### src/design/worst_fit_partition_allocator_macros.svh
// ----------------------------------------------------------------------------
// Assertion macros for the worst-fit partition allocator
// Shared shorthands for clocked properties with a synchronous active-low reset.
// ----------------------------------------------------------------------------
`ifndef WORST_FIT_PARTITION_ALLOCATOR_MACROS_SVH
`define WORST_FIT_PARTITION_ALLOCATOR_MACROS_SVH

// The consequent must hold in the same cycle as the antecedent.
`define WFPA_ASSERT_SAME(label, ante, cons, msg) \
    label: assert property (@(posedge aclk) disable iff (!aresetn) (ante) |-> (cons)) \
        else $error(msg);

// The consequent must hold in the cycle after the antecedent.
`define WFPA_ASSERT_NEXT(label, ante, cons, msg) \
    label: assert property (@(posedge aclk) disable iff (!aresetn) (ante) |=> (cons)) \
        else $error(msg);

`endif

### src/design/wfpa_pkg.sv
// ----------------------------------------------------------------------------
// wfpa_pkg
// Sizes, codes and the controller state type of the worst-fit allocator.
// ----------------------------------------------------------------------------
package wfpa_pkg;

    localparam int NUM_BLOCKS = 16;
    localparam int SIZE_WIDTH = 16;
    localparam int IDX_W      = $clog2(NUM_BLOCKS);
    localparam int CNT_W      = $clog2(NUM_BLOCKS + 1);
    localparam int S_TDATA_W  = ((IDX_W + SIZE_WIDTH + 7) / 8) * 8;
    localparam int M_TDATA_W  = ((IDX_W + SIZE_WIDTH + 7) / 8) * 8;

    localparam logic KIND_LOAD    = 1'b0;
    localparam logic KIND_REQUEST = 1'b1;

    typedef enum logic [1:0] {
        ST_IDLE,
        ST_SCAN,
        ST_DRAIN,
        ST_FINISH
    } wfpa_state_t;

endpackage

### src/design/worst_fit_partition_allocator.sv
// ----------------------------------------------------------------------------
// worst_fit_partition_allocator
// Fixed-partition worst-fit allocator over a block size memory.
// ----------------------------------------------------------------------------
// A load word writes a block size into the size memory and frees that block;
// it returns nothing. A request word scans the in-use blocks one per cycle
// through the single read port of the size memory, keeping the free block
// with the largest leftover (ties to the higher index), then marks it taken
// and presents the result. A request occupies the block over the scan of the
// saturated in-use count and skips the scan when no block is in use; a
// result still waiting in the output register from the previous request
// holds the request in its finishing state until that word is taken. A
// further word is taken once the result has been registered, while it may
// still be waiting in the output register. The in-use count saturates at
// the number of blocks, and the taken flags are cleared by reset.
// ----------------------------------------------------------------------------
`include "worst_fit_partition_allocator_macros.svh"

module worst_fit_partition_allocator (
    input  logic                              aclk,
    input  logic                              aresetn,
    // configuration: blocks_in_use
    input  logic                              cfg_valid,
    output logic                              cfg_ready,
    input  logic [wfpa_pkg::CNT_W-1:0]        cfg_data,
    // input words
    input  logic                              s_tvalid,
    output logic                              s_tready,
    input  logic [wfpa_pkg::S_TDATA_W-1:0]    s_tdata,  // block_index, size, zero pad
    input  logic                              s_tuser,  // kind
    // result words
    output logic                              m_tvalid,
    input  logic                              m_tready,
    output logic [wfpa_pkg::M_TDATA_W-1:0]    m_tdata,  // chosen_block, leftover, zero pad
    output logic                              m_tuser   // granted
);
    import wfpa_pkg::*;

    // Block size memory: no reset, read data registered.
    logic [SIZE_WIDTH-1:0] size_mem [NUM_BLOCKS];
    logic [SIZE_WIDTH-1:0] rd_data_reg;

    logic [NUM_BLOCKS-1:0] taken_reg;
    logic [CNT_W-1:0]      blocks_in_use_reg;

    wfpa_state_t           state_reg, state_next;
    logic [CNT_W-1:0]      limit_reg;
    logic [IDX_W-1:0]      scan_idx_reg;
    logic [IDX_W-1:0]      cmp_idx_reg;
    logic                  cmp_valid_reg;
    logic [SIZE_WIDTH-1:0] req_reg;
    logic                  found_reg;
    logic [IDX_W-1:0]      best_idx_reg;
    logic [SIZE_WIDTH-1:0] best_left_reg;

    logic                  m_tvalid_reg;
    logic                  granted_reg;
    logic [IDX_W-1:0]      chosen_reg;
    logic [SIZE_WIDTH-1:0] leftover_reg;

    logic [IDX_W-1:0]      in_index;
    logic [SIZE_WIDTH-1:0] in_size;
    logic                  in_accept;
    logic                  load_accept;
    logic                  req_accept;
    logic                  out_free;
    logic                  finish_fire;
    logic                  last_issue;
    logic [CNT_W-1:0]      cfg_limit;
    logic                  candidate;
    logic [SIZE_WIDTH-1:0] cand_left;

    assign in_index    = s_tdata[IDX_W-1:0];
    assign in_size     = s_tdata[IDX_W+SIZE_WIDTH-1:IDX_W];
    assign in_accept   = s_tvalid && s_tready;
    assign load_accept = in_accept && (s_tuser == KIND_LOAD);
    assign req_accept  = in_accept && (s_tuser == KIND_REQUEST);
    assign out_free    = !m_tvalid_reg || m_tready;
    assign finish_fire = (state_reg == ST_FINISH) && out_free;
    assign last_issue  = ({1'b0, scan_idx_reg} == (limit_reg - CNT_W'(1)));
    assign cfg_limit   = (blocks_in_use_reg > CNT_W'(NUM_BLOCKS)) ?
                         CNT_W'(NUM_BLOCKS) : blocks_in_use_reg;

    assign cfg_ready = 1'b1;

    // Compare stage: the word read last cycle against the request.
    assign candidate = cmp_valid_reg && !taken_reg[cmp_idx_reg] && (rd_data_reg >= req_reg);
    assign cand_left = rd_data_reg - req_reg;

    always_comb begin
        state_next = state_reg;
        s_tready   = 1'b0;
        unique case (state_reg)
            ST_IDLE: begin
                s_tready = 1'b1;
                if (req_accept) begin
                    state_next = (cfg_limit == '0) ? ST_FINISH : ST_SCAN;
                end
            end
            ST_SCAN: begin
                if (last_issue) begin
                    state_next = ST_DRAIN;
                end
            end
            ST_DRAIN: begin
                state_next = ST_FINISH;
            end
            ST_FINISH: begin
                if (out_free) begin
                    state_next = ST_IDLE;
                end
            end
            default: begin
                state_next = ST_IDLE;
            end
        endcase
    end

    always_ff @(posedge aclk) begin
        if (!aresetn) begin
            state_reg <= ST_IDLE;
        end else begin
            state_reg <= state_next;
        end
    end

    // Size memory port: write on a load, read one entry per scan cycle.
    always_ff @(posedge aclk) begin
        if (load_accept && ({1'b0, in_index} < CNT_W'(NUM_BLOCKS))) begin
            size_mem[in_index] <= in_size;
        end
        rd_data_reg <= size_mem[scan_idx_reg];
    end

    always_ff @(posedge aclk) begin
        if (!aresetn) begin
            blocks_in_use_reg <= '0;
            taken_reg         <= '0;
            cmp_valid_reg     <= 1'b0;
            found_reg         <= 1'b0;
            m_tvalid_reg      <= 1'b0;
        end else begin
            if (cfg_valid && cfg_ready) begin
                blocks_in_use_reg <= cfg_data;
            end
            if (load_accept && ({1'b0, in_index} < CNT_W'(NUM_BLOCKS))) begin
                taken_reg[in_index] <= 1'b0;
            end
            if (finish_fire && found_reg) begin
                taken_reg[best_idx_reg] <= 1'b1;
            end
            cmp_valid_reg <= (state_reg == ST_SCAN);
            if (req_accept) begin
                found_reg <= 1'b0;
            end else if (candidate && (!found_reg || (cand_left >= best_left_reg))) begin
                found_reg <= 1'b1;
            end
            if (finish_fire) begin
                m_tvalid_reg <= 1'b1;
            end else if (m_tready) begin
                m_tvalid_reg <= 1'b0;
            end
        end
    end

    // Scan and result payload, no reset needed.
    always_ff @(posedge aclk) begin
        if (req_accept) begin
            req_reg      <= in_size;
            limit_reg    <= cfg_limit;
            scan_idx_reg <= '0;
        end else if (state_reg == ST_SCAN) begin
            scan_idx_reg <= scan_idx_reg + IDX_W'(1);
        end
        cmp_idx_reg <= scan_idx_reg;
        if (candidate && (!found_reg || (cand_left >= best_left_reg))) begin
            best_idx_reg  <= cmp_idx_reg;
            best_left_reg <= cand_left;
        end
        if (finish_fire) begin
            granted_reg  <= found_reg;
            chosen_reg   <= found_reg ? best_idx_reg : '0;
            leftover_reg <= found_reg ? best_left_reg : '0;
        end
    end

    assign m_tvalid = m_tvalid_reg;
    assign m_tuser  = granted_reg;
    assign m_tdata  = {{(M_TDATA_W - IDX_W - SIZE_WIDTH){1'b0}}, leftover_reg, chosen_reg};

    `WFPA_ASSERT_SAME(a_refused_is_zero, m_tvalid_reg && !granted_reg,
        (chosen_reg == '0) && (leftover_reg == '0), "refused result carries nonzero fields")
    `WFPA_ASSERT_NEXT(a_grant_marks_taken, finish_fire && found_reg,
        taken_reg[$past(best_idx_reg)], "granted block not marked taken")
    `WFPA_ASSERT_SAME(a_scan_in_range, state_reg == ST_SCAN,
        {1'b0, scan_idx_reg} < limit_reg, "scan index beyond the in-use count")
    `WFPA_ASSERT_SAME(a_no_compare_idle, state_reg == ST_IDLE || state_reg == ST_FINISH,
        !cmp_valid_reg, "compare stage active outside a scan")

endmodule
### config.mk
export PLATFORM = sky130hd
export DESIGN_NAME = worst_fit_partition_allocator
export DESIGN_NICKNAME = d
export VERILOG_FILES = /design/src/design/wfpa_pkg.sv /design/src/design/worst_fit_partition_allocator.sv
export VERILOG_INCLUDE_DIRS = /design/src /design/src/design
export SDC_FILE = /design/constraint.sdc
export NUM_CORES = 1
export LEC_CHECK = 0
export ABC_AREA = 1
export ABC_CLOCK_PERIOD_IN_PS = 7190
export BUFFER_PORTS_ARGS = -buffer_cell sky130_fd_sc_hd__buf_2
export CAP_MARGIN = 20
export CORE_ASPECT_RATIO = 0.8
export CORE_MARGIN = 8
export CORE_UTILIZATION = 66
export DETAILED_ROUTE_END_ITERATION = 6
export GPL_ROUTABILITY_DRIVEN = 0
export PLACE_DENSITY_LB_ADDON = 0.05
export SLEW_MARGIN = 20
export SYNTH_ARGS = -nofsm -noshare
export SYNTH_HDL_FRONTEND = slang
export SYNTH_SLANG_ARGS = --single-unit
### constraint.sdc
create_clock -name aclk -period 7.19 [get_ports aclk]
set_input_delay 1.438 -clock aclk [delete_from_list [all_inputs] [get_ports aclk]]
set_output_delay 1.438 -clock aclk [all_outputs]
set_load 0.01 [all_outputs]
==> results of run 1 <==
-- cells in the mapped netlist, drive strengths merged (2+ instances only) --
master	n
nand2	146
clkbuf	25
ha	38
o21a	3
nor2	61
nand3	55
nor3	6
buf	33
o21ai	111
nand4	4
xor2	13
edfxtp	318
xnor2	3
mux2i	64
a21oi	114
dfxtp	50
conb	2
inv	177
o211ai	65
-- worst paths after layout --
path	cells past startpoint	slack (ps)	from	endpoint
hold / removal	2	480	blocks_in_use_reg[0]$_SDFFE_PN0P_	blocks_in_use_reg[0]$_SDFFE_PN0P_
hold reg to reg	2	480	blocks_in_use_reg[0]$_SDFFE_PN0P_	blocks_in_use_reg[0]$_SDFFE_PN0P_
setup / recovery	17	3440	req_reg[0]$_DFFE_PP_	best_left_reg[5]$_DFFE_PP_
setup reg to reg	17	3440	req_reg[0]$_DFFE_PP_	best_left_reg[5]$_DFFE_PP_
-- where the power goes --
part           switching, W  internal (W)
sequential         0.000102       0.00250
clock              0.000777       0.00113
combinational       0.00129      0.000698
-- layout by cell type, fill, tap and decap left out, drive strengths merged, types with 13 or more instances in the layout --
master	netlist	final
edfxtp	318	318
inv	177	178
nand2	146	146
a21oi	114	114
o21ai	111	111
buf	33	74
o211ai	65	65
mux2i	64	64
nor2	61	61
nand3	55	55
clkbuf	25	52
dfxtp	50	50
ha	38	38
xor2	13	13
-- through the flow --
step	setup slack [ps]	total power, W	cells	instance area [µm²]	utilization [%]
after floorplan	3540	0.00411	1295	15700	-
after global placement	3560	0.00453	1623	16200	69.4
after detailed placement	3510	0.00460	1623	16200	69.5
after CTS	3420	0.00650	1691	17400	74.7
after global routing	3070	0.00683	1692	17400	74.7
final	3440	0.00649	1692	17400	74.7
-- worst max-delay path: stages (launching register included) --
cell      delay (ps)
edfxtp_1         360
ha_1             230
fa_1             420
o21ai_1          270
nand2_1          100
nand2_1          140
inv_1             70
nor2_1            80
nor2_1            50
xnor2_1          170
ha_1             300
nand3_1           90
nor3_1           220
nand3_1          110
nand3_1          140
nor2_1            60
nor2_1           300
buf_4            330
-- cells by family (layout without fill, tap and decap cells) --
kind of cell,Yosys count,in the layout,synth area share [%]
and+or+nand+nor,272,272,7.10
other,2,6,0.0479
DFF,368,368,67.3
adders and majority gates,39,39,3.16
buffers and inverters,235,319,6.45
muxes,64,64,4.09
AOI/OAI and AO/OA,296,296,10.9
xor gates and xnor gates,16,16,0.895
-- per-layer routing --
layer	routed length (µm)	vias up	track usage [%]
met5	37	-	0
met4	563	6	5.36
met3	2940	60	5.27
met2	16000	370	38.1
met1	14400	4633	31.3
li1	-	4661	-
-- layout make-up --
class,instances,area [µm²],area share [%]
Sequential cell,368,10600,60.6
Multi-Input combinational cell,692,4170,23.9
Clock buffer,52,1040,6.00
Inverter,177,664,3.81
Timing Repair Buffer,74,435,2.50
Tap cell,312,390,2.24
Clock inverter,16,166,0.955
Antenna cell,1,2.50,0.0144
==> metrics.cfg, run 1 <==
[layout]
area_growth_syn_to_layout_pct = 11.2
registers.top_by_ff_count = size_mem
largest_register_ffs = 256
num-fill-cells = 1481
finish.net_count = 1424
final_layout_size_suffix_gt1_share_pct = 11.6

[global_route]
grt.overflow.total = 0
largest_net_degree_at_the_start_of_global_routing = 165
number_of_antenna_violations_at_the_first_check_in_global_routing = 4
wire_length_of_the_first_global_routing_pass_um = 52200
grt_usage_pct = 23.2
grt_pass1_vias = 9573

[logic_synthesis]
synth_top_cell_by_area = edfxtp_1
number_of_enable_flip_flop_cells_after_synthesis = 318
synth_area_leaders = edfxtp_1, dfxtp_1, inv_1, mux2i_1, nand2_1
synth_cells = 1292
top_cell_type_s_share_of_synthesized_area_pct = 61.0
syn_area_per_cell_um2 = 12.1
synthesis.area_um2 = 15700
postSynthRegisterBits = 368
synth_top_flop_cell = edfxtp_1
ys_warn_count = 0
synthArstFlopShare_pct = 0
count_of_unique_library_cells_instantiated_by_yosys = 32
seq_area_frac_synth_pct = 67.3

[routing]
drt_wl_total_um = 33900
vias_per_cell = 5.75
drtIter0Drc = 888
route.detailed.drc = 0
antenna_left = 0
drt_pass1_iterations = 7
wl_per_cell_um = 20.1
vias = 9730

[cts]
htree_levels = 2
clockRootBuffer = clkbuf_16
cts_tree = yes
post_cts_hold_buffer_count = 0
postCtsResizedCells = 0
post-cts-setup-buffer-count = 0
numCtsBuffers = 37
max-clock-path-buffers = 3
cts.clk_slew.worst_paths_ps = 60
cts_num_sinks = 368
clk-insertion-delay-late_ps = 510

[pwr]
max-vdd-ir-drop_mv = 0.352
powerDensity_nw_per_um2 = 373
leakage_nw = 6.72

[place]
post-dp-hpwl_um = 20000
numPortBuffers = 53

[setup_path]
critical_path.startpoint_type = flop
criticalPathCategory = flop to flop
endpoint_kind = flop
critical_path_peak_fanout = 16
critPathArrivalTime_ps = 3950
worst-endpoint-required_ps = 7390

[sta]
period_share_pct = 52.2
max_slew.worst_pin.slew_ps = 1050
worst_clock_skew_ps = 11.2
timing_hold_violations_final = 0
period_minus_slack_ps = 3750
fmaxAchievable_mhz = 267
whs_ps = 476
finalSetupViolCount = 0
grt_setup_unrepaired = false
post_route_setup_tns_ps = 0
final-max-slew-violation-count = 0
worst_slew_margin_rel_pct = 29.7

[die]
coreArea_um2 = 23300
num_rows = 50
floorplan.io_pins = 63
floorplan.die_area_um2 = 29000
fp.dieH_um = 154
floorplan.initialDensity_pct = 67.1
die_x_um = 188

[status]
run_status = complete, no violations

[hold_path]
hp-class = flop to flop

[flow_run]
timing.max_cap.violations = 0

Note: power is estimated with default switching activity, not from simulation.
==> inputs of run 2 (changes only) <==
--- a/config.mk
+++ b/config.mk
@@ -6,13 +6,13 @@
 export SDC_FILE = /design/constraint.sdc
 export NUM_CORES = 1
 export LEC_CHECK = 0
-export ABC_AREA = 1
-export ABC_CLOCK_PERIOD_IN_PS = 7190
+export ABC_AREA = 0
+export ABC_CLOCK_PERIOD_IN_PS = 3900
 export BUFFER_PORTS_ARGS = -buffer_cell sky130_fd_sc_hd__buf_2
 export CAP_MARGIN = 20
 export CORE_ASPECT_RATIO = 0.8
 export CORE_MARGIN = 8
-export CORE_UTILIZATION = 66
+export CORE_UTILIZATION = 61
 export DETAILED_ROUTE_END_ITERATION = 6
 export GPL_ROUTABILITY_DRIVEN = 0
 export PLACE_DENSITY_LB_ADDON = 0.05
==> constraint.sdc (replaced) <==
create_clock -name aclk -period 3.9 [get_ports aclk]
set_input_delay 0.78 -clock aclk [delete_from_list [all_inputs] [get_ports aclk]]
set_output_delay 0.78 -clock aclk [all_outputs]
set_load 0.01 [all_outputs]
==> metrics.cfg, run 2 <==
[routing]
drtIter0Drc = 674  ; -24%
antenna_left = 0  ; unchanged
route.detailed.drc = 0  ; unchanged
vias_per_cell = 6.14  ; +6.8%
drt_wl_total_um = 30400  ; -10%
drt_pass1_iterations = 5  ; -2
wl_per_cell_um = 24.3  ; +21%
vias = 7693  ; -21%

[logic_synthesis]
count_of_unique_library_cells_instantiated_by_yosys = 51  ; +59%
seq_area_frac_synth_pct = 71.2  ; +3.9 points
synth_top_cell_by_area = edfxtp_1
synth_area_leaders = edfxtp_1, mux4_2, dfxtp_1, ha_1, nor2_1
syn_area_per_cell_um2 = 18.1  ; +49%
number_of_enable_flip_flop_cells_after_synthesis = 318  ; unchanged
synthArstFlopShare_pct = 0  ; unchanged
synth_commonest_cells = edfxtp_1, mux4_2, dfxtp_1
postSynthRegisterBits = 368  ; unchanged
top_cell_type_s_share_of_synthesized_area_pct = 64.5  ; +3.5 points
ys_warn_count = 0  ; unchanged
yosys.cell_count.top_type = edfxtp_1
synth_cells = 820  ; -37%
synthesis.area_um2 = 14800  ; -5.4%
synth_top_flop_cell = edfxtp_1

[setup_path]
criticalPathCategory = flop to flop
critPathArrivalTime_ps = 3860  ; -90 ps
critical_path_peak_fanout = 12  ; -4
critical_path.startpoint_type = flop
endpoint_kind = flop
worst-endpoint-required_ps = 4140  ; -3250 ps

[layout]
post-route-cell-area_um2 = 16600  ; -4.5%
final_util_pct = 69.0  ; -5.7 points
num-fill-cells = 1574  ; +6.3%
largest_register_ffs = 256  ; unchanged
registers.top_by_ff_count = size_mem
multi_input_area_um2 = 3940  ; -5.3%
finish.net_count = 983  ; -31%
mostFrequentLayoutCell = edfxtp_1
register_area_um2 = 10600  ; unchanged
final_layout_size_suffix_gt1_share_pct = 24.5  ; +13 points
area_growth_syn_to_layout_pct = 12.3
mostFrequentLayoutCells = edfxtp_1, mux4_2, buf_2, nor2_1, dfxtp_1

[cts]
htree_levels = 2  ; unchanged
post_cts_hold_buffer_count = 0  ; unchanged
cts_num_sinks = 368  ; unchanged
clockRootBuffer = clkbuf_16
clk-insertion-delay-late_ps = 500  ; about the same
cts.clk_slew.worst_paths_ps = 60  ; about the same
max-clock-path-buffers = 3  ; unchanged
numCtsBuffers = 35  ; -5.4%
cts_tree = yes

[die]
fp.dieH_um = 155  ; +1.0%
num_rows = 51  ; +2.0%
die_x_um = 190  ; +1.0%
floorplan.die_area_um2 = 29600  ; +2.1%
coreArea_um2 = 24100  ; +3.4%
floorplan.io_pins = 63  ; unchanged
floorplan.initialDensity_pct = 61.4  ; -5.7 points

[place]
numPortBuffers = 53  ; unchanged
dpl-instance-area_um2 = 15600  ; -4.0%
post-dp-hpwl_um = 18700  ; -6.5%
dpl_worst_slack_ps = 369  ; -3140 ps

[sta]
period_share_pct = 92.7  ; +41 points
fmaxAchievable_mhz = 277  ; +3.7%
worst_slew_margin_rel_pct = 37.2  ; +7.5 points
max_slew.worst_pin.slew_ps = 942  ; -112 ps
whs_ps = 459  ; -16.6 ps
grt_setup_unrepaired = false
finalSetupViolCount = 0  ; unchanged
post_route_setup_tns_ps = 0  ; unchanged
timing.final.ws_setup_ps = 285  ; -3150 ps
worst_clock_skew_ps = 16.1  ; +4.90 ps
timing_hold_violations_final = 0  ; unchanged
final-max-slew-violation-count = 0  ; unchanged
period_minus_slack_ps = 3620  ; -135 ps

[hold_path]
hp-class = flop to flop

[pwr]
powerDensity_nw_per_um2 = 644  ; +73%
max-vdd-ir-drop_mv = 0.380  ; +7.9%
leakage_nw = 5.72  ; -15%

[global_route]
largest_net_degree_at_the_start_of_global_routing = 37  ; -78%
wire_length_of_the_first_global_routing_pass_um = 45900  ; -12%
grt_pass1_vias = 7758  ; -19%
grt_usage_pct = 20.8  ; -2.4 points
number_of_antenna_violations_at_the_first_check_in_global_routing = 1  ; -3
grt.overflow.total = 0  ; unchanged

[flow_run]
timing.max_cap.violations = 0  ; unchanged

[status]
run_status = complete, no violations

run 2: worst paths after layout:
| path | from | end | slack [ps] | depth (start not counted) |
|---|---|---|---|---|
| setup / recovery | req_reg[1]$_DFFE_PP_ | best_left_reg[6]$_DFFE_PP_ | 280 | 15 |
| setup reg to reg | req_reg[1]$_DFFE_PP_ | best_left_reg[6]$_DFFE_PP_ | 280 | 15 |
| hold reg to reg | cmp_idx_reg[3]$_DFF_P_ | best_idx_reg[3]$_DFFE_PP_ | 460 | 0 |
| hold / removal | cmp_idx_reg[3]$_DFF_P_ | best_idx_reg[3]$_DFFE_PP_ | 460 | 0 |
run 2: area by class of cell:
cell class | count | area share, %
diodes | 1 | 0.0150
multi-input cells | 379 | 23.7
repair buffers | 78 | 2.99
clock inverters | 15 | 0.474
flip-flops and latches | 368 | 63.4
clock buffers | 47 | 5.91
inverters | 47 | 1.06
well taps | 318 | 2.39
run 2: cell families after synthesis:
family                     count (synthesis)  share of synthesized area (%)
AOI/OAI and AO/OA                         87                           3.66
xor gates and xnor gates                  21                           1.24
adders and majority gates                 39                           3.35
buffers and inverters                     76                           2.36
DFF                                      368                           71.2
muxes                                     92                           13.5
other                                      2                         0.0507
and+or+nand+nor                          135                           4.62
run 2: stage by stage:
step | std cells | total power, W
after CTS | 1252 | 0.0108
after detailed placement | 1190 | 0.00764
after global routing | 1253 | 0.0112
after floorplan | 823 | 0.00693
final | 1253 | 0.0107
after global placement | 1189 | 0.00755
run 2: power breakdown:
part	internal (W)	switching, W
Combinational	0.00131	0.00149
Sequential	0.00461	0.000164
Clock	0.00178	0.00136
Total	0.00770	0.00302
run 2: per-layer routing:
metal  global-route usage (%)  wire, µm
met5                        0         0
met4                     6.64       805
met3                     3.89      2100
met2                     32.7     14200
met1                     29.3     13300
run 2: what timing repair did:
action / in CTS / in global routing
buffers inserted: 0 / 0
endpoints found under the setup margin: 0 / 20
gates resized for setup: 0 / 1
run 2: critical path: stages, from the launching register on:
cell,delay (ps)
edfxtp_1,410
inv_1,70
ha_1,230
nor2b_1,130
o21ai_0,230
a21oi_1,140
o21ai_1,280
o21ai_0,210
mux2i_1,160
nor3_1,360
ha_1,330
a21oi_1,140
nor2b_1,60
o21ai_0,230
a41oi_2,160
buf_4,220
==> inputs of run 3 (changes only) <==
--- a/config.mk
+++ b/config.mk
@@ -7,14 +7,15 @@
 export NUM_CORES = 1
 export LEC_CHECK = 0
 export ABC_AREA = 0
-export ABC_CLOCK_PERIOD_IN_PS = 3900
-export BUFFER_PORTS_ARGS = -buffer_cell sky130_fd_sc_hd__buf_2
+export ABC_CLOCK_PERIOD_IN_PS = 3350
+export BUFFER_PORTS_ARGS = -buffer_cell sky130_fd_sc_hd__buf_4
 export CAP_MARGIN = 20
 export CORE_ASPECT_RATIO = 0.8
 export CORE_MARGIN = 8
 export CORE_UTILIZATION = 61
 export DETAILED_ROUTE_END_ITERATION = 6
 export GPL_ROUTABILITY_DRIVEN = 0
+export MAX_ROUTING_LAYER = met4
 export PLACE_DENSITY_LB_ADDON = 0.05
 export SLEW_MARGIN = 20
 export SYNTH_ARGS = -nofsm -noshare
==> constraint.sdc (replaced) <==
create_clock -name aclk -period 3.35 [get_ports aclk]
set_input_delay 0.67 -clock aclk [delete_from_list [all_inputs] [get_ports aclk]]
set_output_delay 0.67 -clock aclk [all_outputs]
set_load 0.01 [all_outputs]
==> metrics.cfg, run 3 (synthesis gave the netlist of run 2 again) <==
[setup_path]
critical_path_peak_fanout = 5  ; -7
critical_path.startpoint_type = flop
criticalPathCategory = flop to flop
endpoint_kind = flop
cell_chain_of_the_critical_path = inv_1, ha_2, a21oi_1, o21ai_0, o21ai_2, o21ai_2, mux2i_1, nor3_2, ha_1, a21oi_1, nor2b_1, o21ai_1, a41oi_4, buf_6
worst-endpoint-required_ps = 3610  ; -530 ps
worst_path_dominant_cell_family = compound AO/OA/AOI/OAI gates
critPathArrivalTime_ps = 3670  ; -190 ps
crit_path_top_delay_cell = o21ai_0
critPathMaxStageDelay_ps = 410  ; about the same
worst-path-buf-inv = 2  ; unchanged

[global_route]
grt.overflow.total = 0  ; unchanged
wire_length_of_the_first_global_routing_pass_um = 47800  ; +4.2%
grt_usage_pct = 22.0  ; +1.3 points
grt_pass1_vias = 7975  ; +2.8%
largest_net_degree_at_the_start_of_global_routing = 37  ; unchanged
number_of_antenna_violations_at_the_first_check_in_global_routing = 0  ; -1

[routing]
drt_wl_total_um = 31500  ; +3.7%
drt_pass1_iterations = 5  ; unchanged
vias_per_cell = 6.07  ; -1.1%
route.detailed.drc = 0  ; unchanged
drtIter0Drc = 687  ; +1.9%
vias = 7713  ; +0.26%
wl_per_cell_um = 24.8  ; +2.3%
antenna_left = 0  ; unchanged

[layout]
finish.net_count = 998  ; +1.5%
registers.top_by_ff_count = size_mem
mostFrequentLayoutCells = edfxtp_1, buf_4, mux4_2, nor2_1, dfxtp_1
final_util_pct = 71.1  ; +2.1 points
fin_cells = 1270  ; +1.4%
area_growth_syn_to_layout_pct = 15.7
mostFrequentLayoutCell = edfxtp_1
ant_diodes = 0  ; -1
largest_register_ffs = 256  ; unchanged
final_layout_size_suffix_gt1_share_pct = 28.6  ; +4.1 points
post-route-cell-area_um2 = 17100  ; +3.1%

[cts]
cts_tree = yes
cts.clk_slew.worst_paths_ps = 60  ; about the same
cts_num_sinks = 368  ; unchanged
numCtsBuffers = 36  ; +2.9%
clk-insertion-delay-late_ps = 520  ; +20 ps
post_cts_hold_buffer_count = 0  ; unchanged
max-clock-path-buffers = 3  ; unchanged
clockRootBuffer = clkbuf_16
htree_levels = 2  ; unchanged

[sta]
final-max-slew-violation-count = 0  ; unchanged
timing_hold_violations_final = 0  ; unchanged
max_slew.worst_pin.slew_ps = 909  ; -33.1 ps
whs_ps = 415  ; -44.7 ps
grt_setup_unrepaired = true
finalSetupViolCount = 20  ; +20
fmaxAchievable_mhz = 293  ; +6.1%
timing.final.ws_setup_ps = -57.8  ; -342 ps
worst_clock_skew_ps = 22.5  ; +6.45 ps
period_share_pct = 102  ; +9.0 points
period_minus_slack_ps = 3410  ; -208 ps
worst_slew_margin_rel_pct = 39.4  ; +2.2 points

[pwr]
leakage_nw = 5.92  ; +3.6%
powerDensity_nw_per_um2 = 778  ; +21%
max-vdd-ir-drop_mv = 0.603  ; +59%

[place]
dpl-instance-area_um2 = 15800  ; +1.3%
numPlacedInstances = 1198  ; +0.67%
dpl_worst_slack_ps = -130  ; -499 ps
numPortBuffers = 53  ; unchanged
post-dp-hpwl_um = 18900  ; +0.96%

[status]
run_status = complete, but fails checks
failed_checks = setup timing

[die]
floorplan.initialDensity_pct = 61.4  ; unchanged
floorplan.io_pins = 63  ; unchanged
coreArea_um2 = 24100  ; unchanged
die_x_um = 190  ; unchanged
floorplan.die_area_um2 = 29600  ; unchanged
fp.dieH_um = 155  ; unchanged
num_rows = 51  ; unchanged

[flow_run]
timing.max_cap.violations = 0  ; unchanged

[hold_path]
hp-class = input pin to flop

[run 3: cell type report]
type	instances	area, µm²
Multi-Input combinational cell	379	4090
Sequential cell	368	10600
Tap cell	318	398
Clock buffer	57	1080
Timing Repair Buffer	92	734
Clock inverter	9	103
Fill cell	1529	6980
Inverter	47	176
[run 3: per-layer routing]
metal  global-route usage [%]  vias to the layer above  routed length, µm
li1                         -                     3408                  -
met1                     29.8                     3979              13600
met2                     35.6                      277              15600
met3                     3.20                       49               1860
met4                     4.98                        0                507
met5                        -                        -                  0
[run 3: final timing paths]
kind	startpoint	slack [ps]	endpoint	cells past startpoint
setup / recovery	req_reg[4]$_DFFE_PP_	-60	best_left_reg[2]$_DFFE_PP_	14
hold / removal	cfg_data[3]	410	blocks_in_use_reg[3]$_SDFFE_PN0P_	3
setup reg to reg	req_reg[4]$_DFFE_PP_	-60	best_left_reg[2]$_DFFE_PP_	14
hold reg to reg	cmp_idx_reg[3]$_DFF_P_	450	best_idx_reg[3]$_DFFE_PP_	0
[run 3: stage by stage]
stage | setup TNS (ps) | total power (W)
finish | -1010 | 0.0133
global route | -2920 | 0.0139
CTS | 0 | 0.0132
detailed placement | -2580 | 0.00909
global placement | -521 | 0.00895
floorplan | 0 | 0.00808
[run 3: worst register-to-register path: stages (launching register included)]
cell and delay [ps]:
edfxtp_1 330, inv_1 40, ha_2 400, a21oi_1 90
o21ai_0 410, o21ai_2 140, o21ai_2 170, mux2i_1 100
nor3_2 280, ha_1 310, a21oi_1 160, nor2b_1 70
o21ai_1 270, a41oi_4 210, buf_6 190
[run 3: where the power goes]
group | internal, W | switching (W)
registers | 0.00537 | 0.000270
clock network | 0.00238 | 0.00161
logic | 0.00181 | 0.00189
[run 3: timing repair]
| action | 4_1_cts | 5_1_grt |
|---|---|---|
| pin swaps | 13 | 14 |
| endpoints found under the setup margin | 20 | 20 |
| endpoints found under the hold margin | 0 | 0 |
| gates cloned | 1 | 2 |
| gates resized for setup | 20 | 28 |
| buffers inserted | 3 | 3 |
